### src/sv/chained_hash_map_insert_lookup_defines.svh
// Assertion macros used by the hash table RTL.
// Self-contained; included by chm_datapath, the module that carries concurrent assertions.
`ifndef CHAINED_HASH_MAP_INSERT_LOOKUP_DEFINES_SVH
`define CHAINED_HASH_MAP_INSERT_LOOKUP_DEFINES_SVH

`ifndef SYNTHESIS
// Property must hold at every clock edge outside reset.
`define CHM_ASSERT(lbl, clk, rst, prop) \
   lbl: assert property (@(posedge clk) disable iff (rst) prop) \
      else $error("hash table property violated");
// Condition must never be seen at a clock edge outside reset.
`define CHM_ASSERT_NEVER(lbl, clk, rst, cond) \
   lbl: assert property (@(posedge clk) disable iff (rst) !(cond)) \
      else $error("hash table forbidden condition seen");
`else
`define CHM_ASSERT(lbl, clk, rst, prop)
`define CHM_ASSERT_NEVER(lbl, clk, rst, cond)
`endif

`endif

### src/sv/chm_pkg.sv
// Package for the chained hash table: sizes, operation codes and the
// command/status structs between controller and datapath. No dependencies.
package chm_pkg;

   localparam int DEF_BUCKETS = 64;
   localparam int DEF_NODES   = 256;

   localparam int KEY_W = 32;
   localparam int VAL_W = 32;

   // The bucket remainder is formed in steps: a reciprocal multiply for the low
   // quotient bits, then a multiply and subtract on the low key bits.
   localparam int MOD_STEPS = 2;
   localparam int MOD_CNT_W = (MOD_STEPS > 1) ? $clog2(MOD_STEPS) : 1;

   typedef enum logic {
      OP_INSERT = 1'b0,
      OP_LOOKUP = 1'b1
   } op_type;

   // Controller to datapath.
   typedef struct packed {
      logic clear;     // clear one bucket head entry
      logic load;      // capture an accepted item
      logic mod_step;  // advance the bucket remainder by one step
      logic head_rd;   // read the bucket head
      logic start;     // head data is available, begin the walk
      logic node_rd;   // read the node memories
      logic cmp;       // node data is available, compare the key
      logic commit;    // update memories and load the result register
   } chm_cmd_type;

   // Datapath to controller.
   typedef struct packed {
      logic clear_last;
      logic head_valid;
      logic key_match;
      logic next_valid;
      logic out_free;
   } chm_stat_type;

endpackage

### src/sv/chm_ctrl.sv
// Sequencer of the chained hash table: clearing pass, bucket reduction,
// chain walk and commit. Depends on chm_pkg.
module chm_ctrl
   import chm_pkg::*;
(
   input  logic         clock,
   input  logic         reset,
   input  logic         req_valid,
   output logic         req_ready,
   input  chm_stat_type stat,
   output chm_cmd_type  cmd
);

   typedef enum logic [6:0] {
      S_CLEAR = 7'b0000001,
      S_IDLE  = 7'b0000010,
      S_MOD   = 7'b0000100,
      S_HEAD  = 7'b0001000,
      S_START = 7'b0010000,
      S_CMP   = 7'b0100000,
      S_WRITE = 7'b1000000
   } state_type;

   localparam logic [MOD_CNT_W-1:0] MOD_LAST = MOD_CNT_W'(MOD_STEPS - 1);

   state_type              state_ff, state_in;
   logic [MOD_CNT_W-1:0]   mod_cnt_ff, mod_cnt_in;

   always_comb begin
      state_in   = state_ff;
      mod_cnt_in = mod_cnt_ff;
      cmd        = '0;
      unique case (state_ff)
         S_CLEAR: begin
            cmd.clear = 1'b1;
            if (stat.clear_last) state_in = S_IDLE;
         end
         S_IDLE: begin
            if (req_valid) begin
               cmd.load   = 1'b1;
               mod_cnt_in = '0;
               state_in   = S_MOD;
            end
         end
         S_MOD: begin
            cmd.mod_step = 1'b1;
            mod_cnt_in   = mod_cnt_ff + MOD_CNT_W'(1);
            if (mod_cnt_ff == MOD_LAST) state_in = S_HEAD;
         end
         S_HEAD: begin
            cmd.head_rd = 1'b1;
            state_in    = S_START;
         end
         S_START: begin
            cmd.start = 1'b1;
            if (stat.head_valid) begin
               cmd.node_rd = 1'b1;
               state_in    = S_CMP;
            end else begin
               state_in = S_WRITE;
            end
         end
         S_CMP: begin
            cmd.cmp = 1'b1;
            // Follow the link unless this node matched or ended the chain.
            if (!stat.key_match && stat.next_valid) begin
               cmd.node_rd = 1'b1;
            end else begin
               state_in = S_WRITE;
            end
         end
         S_WRITE: begin
            if (stat.out_free) begin
               cmd.commit = 1'b1;
               state_in   = S_IDLE;
            end
         end
         default: begin
            state_in = S_CLEAR;
         end
      endcase
   end

   assign req_ready = (state_ff == S_IDLE);

   always_ff @(posedge clock) begin
      if (reset) begin
         state_ff   <= S_CLEAR;
         mod_cnt_ff <= '0;
      end else begin
         state_ff   <= state_in;
         mod_cnt_ff <= mod_cnt_in;
      end
   end

endmodule

### config.mk
export PLATFORM = sky130hd
export DESIGN_NAME = chm_ctrl
export DESIGN_NICKNAME = d
export VERILOG_FILES = /design/src/sv/chained_hash_map_insert_lookup_defines.svh /design/src/sv/chm_pkg.sv /design/src/sv/chm_ctrl.sv
export SDC_FILE = /design/constraint.sdc
export NUM_CORES = 1
export LEC_CHECK = 0
export CAP_MARGIN = 10
export CELL_PAD_IN_SITES_DETAIL_PLACEMENT = 1
export CELL_PAD_IN_SITES_GLOBAL_PLACEMENT = 2
export CORE_UTILIZATION = 32
export CTS_CLUSTER_DIAMETER = 80
export DETAILED_ROUTE_END_ITERATION = 8
export DONT_BUFFER_PORTS = 1
export PLACE_DENSITY_LB_ADDON = 0.25
export SLEW_MARGIN = 20
export SYNTH_ARGS = -nofsm -noshare
export SYNTH_HDL_FRONTEND = slang
export SYNTH_SLANG_ARGS = --single-unit
### constraint.sdc
create_clock -name clock -period 2.1 [get_ports clock]
set_input_delay 0.21 -clock clock [delete_from_list [all_inputs] [get_ports clock]]
set_output_delay 0.21 -clock clock [all_outputs]
set_load 0.01 [all_outputs]
==> impl_metrics.ini, run 1 <==
[setup_path]
cpPeakStageDelay_ns = 0.59
critPathSlowestCell = nor3_1
cp_cell_sequence = nor3_1, nand4b_1, nand2_1
critPathArrivalTime_ns = 1.76
cpLargestDelayFamily = simple AND/OR/NAND/NOR gates
critical_path_required_ns = 1.89
end_kind = output pin
cp_num_buf_inv = 0
cp-start-kind = flop
cp_max_fo = 10
worstSetupPathType = flop to output pin

[finish]
final_common_cell = dfxtp_1
fin_nets = 77
final_core_util_pct = 37.1
syn_to_final_growth_pct = 6.86
final_cell_mix = dfxtp_1, inv_1, nor2_1
fillers = 190
drive_gt1_share_pct = 14.9
diodes = 0

[global_route]
grt_overflow = 0
grt_pass1_wl_um = 2190
grt_util_all_layers_pct = 16.2
grt_max_degree = 11
gr-usage-met1_pct = 19.8
grt_pass1_vias = 481
grtUsageMet2_pct = 26.4
grt.busiest_layer = met2
grtUsageMet3_pct = 2.98
antenna_found_initial = 0

[synth]
synth_top_flop_cell = dfxtp_1
synthesis.area_um2 = 529
synth-seq-cells = 8
syn_nets = 73
ys_warn_count = 0
synth-edff-count = 0
yosysSeqAreaShare_pct = 30.3
syn_inst = 65
synthArstFlopShare_pct = 0
synth.avg_cell_area_um2 = 8.14
ys_types = 31

[cts]
cts_root_buf = clkbuf_4
cts_buffers = 3
cts.sinks = 8
cts.repair.resized = 0
clock_latency_ns = 0.25
cts_tree = built
post_cts_buffers = 0
htree_num_levels = 1
hold_buffers = 0
cts.clk_slew.worst_paths_ns = 0.06
cts_buffer_depth = 2

[drt]
vias = 504
via_per_inst = 6.07
postRouteAntennaNets = 0
drt_iter0_drc = 6
dr.pass1.iters = 4
wl_um = 1360
wl_per_cell_um = 16.4
drc_errors = 0

[die]
dieArea_um2 = 1820
initial_utilization_pct = 34.7
io_pins = 17
core_area_um2 = 1520
die_h_um = 42.7
fp.dieW_um = 42.7
rows = 14

[power]
ir_worst_vdd_v = 0.000286
p_per_area_nw_per_um2 = 731
power.leakage_nw = 0.221
p_total_mw = 0.413

[placement]
io_buffers = 0
gp_congestion = 0.755
dp_hpwl_um = 1050

[sta]
clock_skew_ns = 0.000630
fin_crit_ns = 1.97
worst_pin_slew_ns = 0.654
fmax_ghz = 0.509
report.final.slew_viol_count = 0
final-hold-violation-count = 0
fin_setup_tns_ns = 0
max-slew-margin-rel_pct = 56.1
period_share_pct = 93.6
setup_viol = 0
fin_hold_ws_ns = 0.0175
rsz0062_at_grt = false

[status]
outcome = completed

[worst_hold_path]
min_path_type = input port to flop

[job]
max-cap-violations = 0
## sequential cells by signal, summed over array words and instances (netlist names)
| signal | flops |
|---|---|
| state_ff | 7 |
| mod_cnt_ff | 1 |
## synth_stat cells, types with 2 or more instances
library cell	count	area, um2
dfxtp_1	8	160
inv_1	7	26.3
nor2_1	7	26.3
nor3_1	5	25.0
a21oi_1	3	15.0
nand2_1	3	11.3
nand3_1	3	15.0
o21ai_0	3	15.0
buf_2	2	10.0
nand4_1	2	12.5
nor4b_1	2	17.5
## logic make-up (layout without fill, tap and decap cells)
| logic type | after synthesis | count (layout) | synth area share (%) |
|---|---|---|---|
| flops | 8 | 8 | 30.3 |
| compound gates | 14 | 14 | 23.4 |
| buf+inv | 10 | 12 | 8.98 |
| simple gates | 32 | 32 | 35.7 |
| xor+xnor | 1 | 1 | 1.66 |
## layout make-up
cell class / count / area (um2) / share of cell area [%]
multi-input combinational: 47 / 322 / 56.9
sequential: 8 / 160 / 28.3
inverter: 7 / 26.3 / 4.65
clock buffer: 3 / 22.5 / 3.98
tap: 16 / 20.0 / 3.54
timing repair buffer: 2 / 15.0 / 2.65
## worst register-to-register path, stage by stage (launching register included)
cell and delay (ns):
dfxtp_1 0.39, nor3_1 0.59, o21ai_0 0.31, a311o_1 0.33
## routing by layer
layer  share of wire (%)  up-vias  routed length (um)
met3                 2.9        2                  40
met4                0.88        0                  12
li1                    -      248                   -
met5                   0        -                   0
met1                  49      248                 660
met2                  48        6                 646
## path summary, 6_finish.rpt
kind                    start           to  slack [ns]  cells after the start
setup / recovery  state_ff[2]       cmd[2]        0.13                      3
hold / removal          reset   mod_cnt_ff        0.02                      1
setup reg to reg  state_ff[2]  state_ff[0]        0.36                      3
hold reg to reg    mod_cnt_ff   mod_cnt_ff        0.47                      2
## per-stage QoR
step	setup slack, ns	cells	cell area, um2
2_1_floorplan	0.481	65	529
3_3_place_gp	0.368	80	543
3_5_place_dp	0.389	80	543
4_1_cts	0.146	83	566
5_1_grt	0.0473	83	566
6_report	0.135	83	566
## power by group
part	switching [mW]	total [mW]	internal (mW)
combinational	0.0614	0.109	0.0472
clock	0.0557	0.121	0.0657
sequential	0.0209	0.183	0.163
No activity file was read; power rests on OpenSTA's default activity.
==> run 2: changes to the inputs <==
ABC_AREA = 0   (was default)
CORE_ASPECT_RATIO = 0.8   (was default)
CORE_MARGIN = 8   (was default)
==> run 2 against run 1 <==
Against the previous run: sequential cell count unchanged; final cell count is 7.2% higher; largest cell class unchanged; routed wire length rose by 8.2%; sequential power barely moved; power decreased by 0.81%; worst setup slack got worse by 0.0014 ns; die area grew 77%; critical path type unchanged; critical endpoint is now cmd[0]; first-iteration DRC count shrank 33%; utilization shrank 0.69 points; via count is 0.40% lower; sequential share of layout area down 0.73 points; worst hold slack got worse by 0.0023 ns.
==> impl_metrics.ini, run 2 (synthesis gave the netlist of run 1 again) <==
[setup_path]
critical_path_required_ns = 1.89
rr_worst_depth = 3
worstSetupPathType = flop to output pin
cp_max_fo = 9
cp-startpoint = state_ff[5]
r2r_start = state_ff[5]
cp-start-kind = flop
end_kind = output pin
critPathCapture = cmd[0]
rr_endpoint = state_ff[0]
r2r_setup_slack_ns = 0.34
critPathArrivalTime_ns = 1.76

[drt]
wl_um = 1470
wl_per_cell_um = 16.5
dr.pass1.iters = 2
via_per_inst = 5.64
drt_iter0_drc = 4
postRouteAntennaNets = 0
vias = 502
drc_errors = 0

[sta]
max-slew-margin-rel_pct = 51.2
fmax_ghz = 0.508
clock_skew_ns = 0.00468
rsz0062_at_grt = false
fin_crit_ns = 1.97
fin_setup_tns_ns = 0
final-hold-violation-count = 0
setup_viol = 0
worst_pin_slew_ns = 0.722
report.final.slew_viol_count = 0
period_share_pct = 93.7

[die]
die_h_um = 52.4
fp.dieW_um = 61.5
dieArea_um2 = 3220
core_area_um2 = 1590
rows = 13
io_pins = 17
initial_utilization_pct = 33.2

[status]
outcome = completed

[finish]
syn_to_final_growth_pct = 9.69
final_common_cell = dfxtp_1
fillers = 221
final_cell_mix = dfxtp_1, inv_1, nor2_1
register_area_um2 = 160
final_core_util_pct = 36.4
top_register = state_ff
reg_top3 = state_ff x7, mod_cnt_ff x1
fin_nets = 77
drive_gt1_share_pct = 14.9
largest_reg_flops = 7
diodes = 0
multiInputGateArea_um2 = 327

[placement]
gp_congestion = 0.770
dp_hpwl_um = 1220
io_buffers = 0

[worst_hold_path]
min_path_type = input port to flop

[global_route]
grt_util_all_layers_pct = 10.7
grt_pass1_vias = 488
grt_overflow = 0
grt_max_degree = 11
grt_pass1_wl_um = 2460
antenna_found_initial = 0

[power]
ir_worst_vdd_v = 0.000431
p_per_area_nw_per_um2 = 706
power.leakage_nw = 0.221

[cts]
cts_root_buf = clkbuf_4
post_cts_buffers = 0
cts_buffers = 3
cts.clk_slew.worst_paths_ns = 0.05
clock_latency_ns = 0.26
htree_num_levels = 1
cts_tree = built
cts_buffer_depth = 2
cts.sinks = 8

[job]
max-cap-violations = 0
-- run 2: cell types whose count changed in the layout (fill, tap and decap cells not counted) --
cell,before,now
dlygate4sd3_1,0,1
nor3_1,5,4
nor3_2,0,1
buf_4,2,1
-- run 2: final cells by class --
type | count | area share [%]
clock buffer | 3 | 3.88
inverter | 7 | 4.53
multi-input combinational | 47 | 56.2
sequential | 8 | 27.6
tap | 22 | 4.74
timing repair buffer | 2 | 3.02
-- run 2: power by group --
part | internal [mW] | switching [mW]
registers | 0.163 | 0.0193
logic | 0.0486 | 0.0609
clock network | 0.0654 | 0.0530
-- run 2: worst min-delay path by stage --
stage / startpoint / endpoint / slack, ns / cells after the start
2_1_floorplan: reset / mod_cnt_ff / 0.28 / 1
5_1_grt: reset / state_ff[5] / 0.0005 / 1
3_3_place_gp: reset / mod_cnt_ff / 0.28 / 1
6_report: reset / state_ff[5] / 0.02 / 1
3_5_place_dp: reset / state_ff[2] / 0.28 / 1
4_1_cts: reset / state_ff[2] / 0.01 / 1
-- run 2: what timing repair did --
item	in CTS	in global routing
hold endpoints to repair	0	1
resized for setup	0	1
hold buffers	0	1
setup endpoints to repair	0	1
-- run 2: metal layers --
layer	up-vias	routed length [um]	track usage, %
li1	246	-	-
met5	-	0	0
met1	242	694	12.9
met2	9	655	15.1
met3	5	71	4.66
met4	0	51	6.79
-- run 2: critical path, cell delays in order, from the launching register on --
cell and delay (ns):
dfxtp_1 0.38, nor4b_1 0.69, nand2_1 0.20, nor2_1 0.23
-- run 2: metrics by stage --
step	worst slack (ns)	std cells	hold WS [ns]	area (um2)	power, mW
floorplan	0.481	65	0.279	529	0.275
global placement	0.365	85	0.283	543	0.293
detailed placement	0.376	85	0.284	543	0.294
CTS	0.132	88	0.0134	566	0.413
global route	0.0639	89	0.000477	581	0.441
finish	0.133	89	0.0152	581	0.410
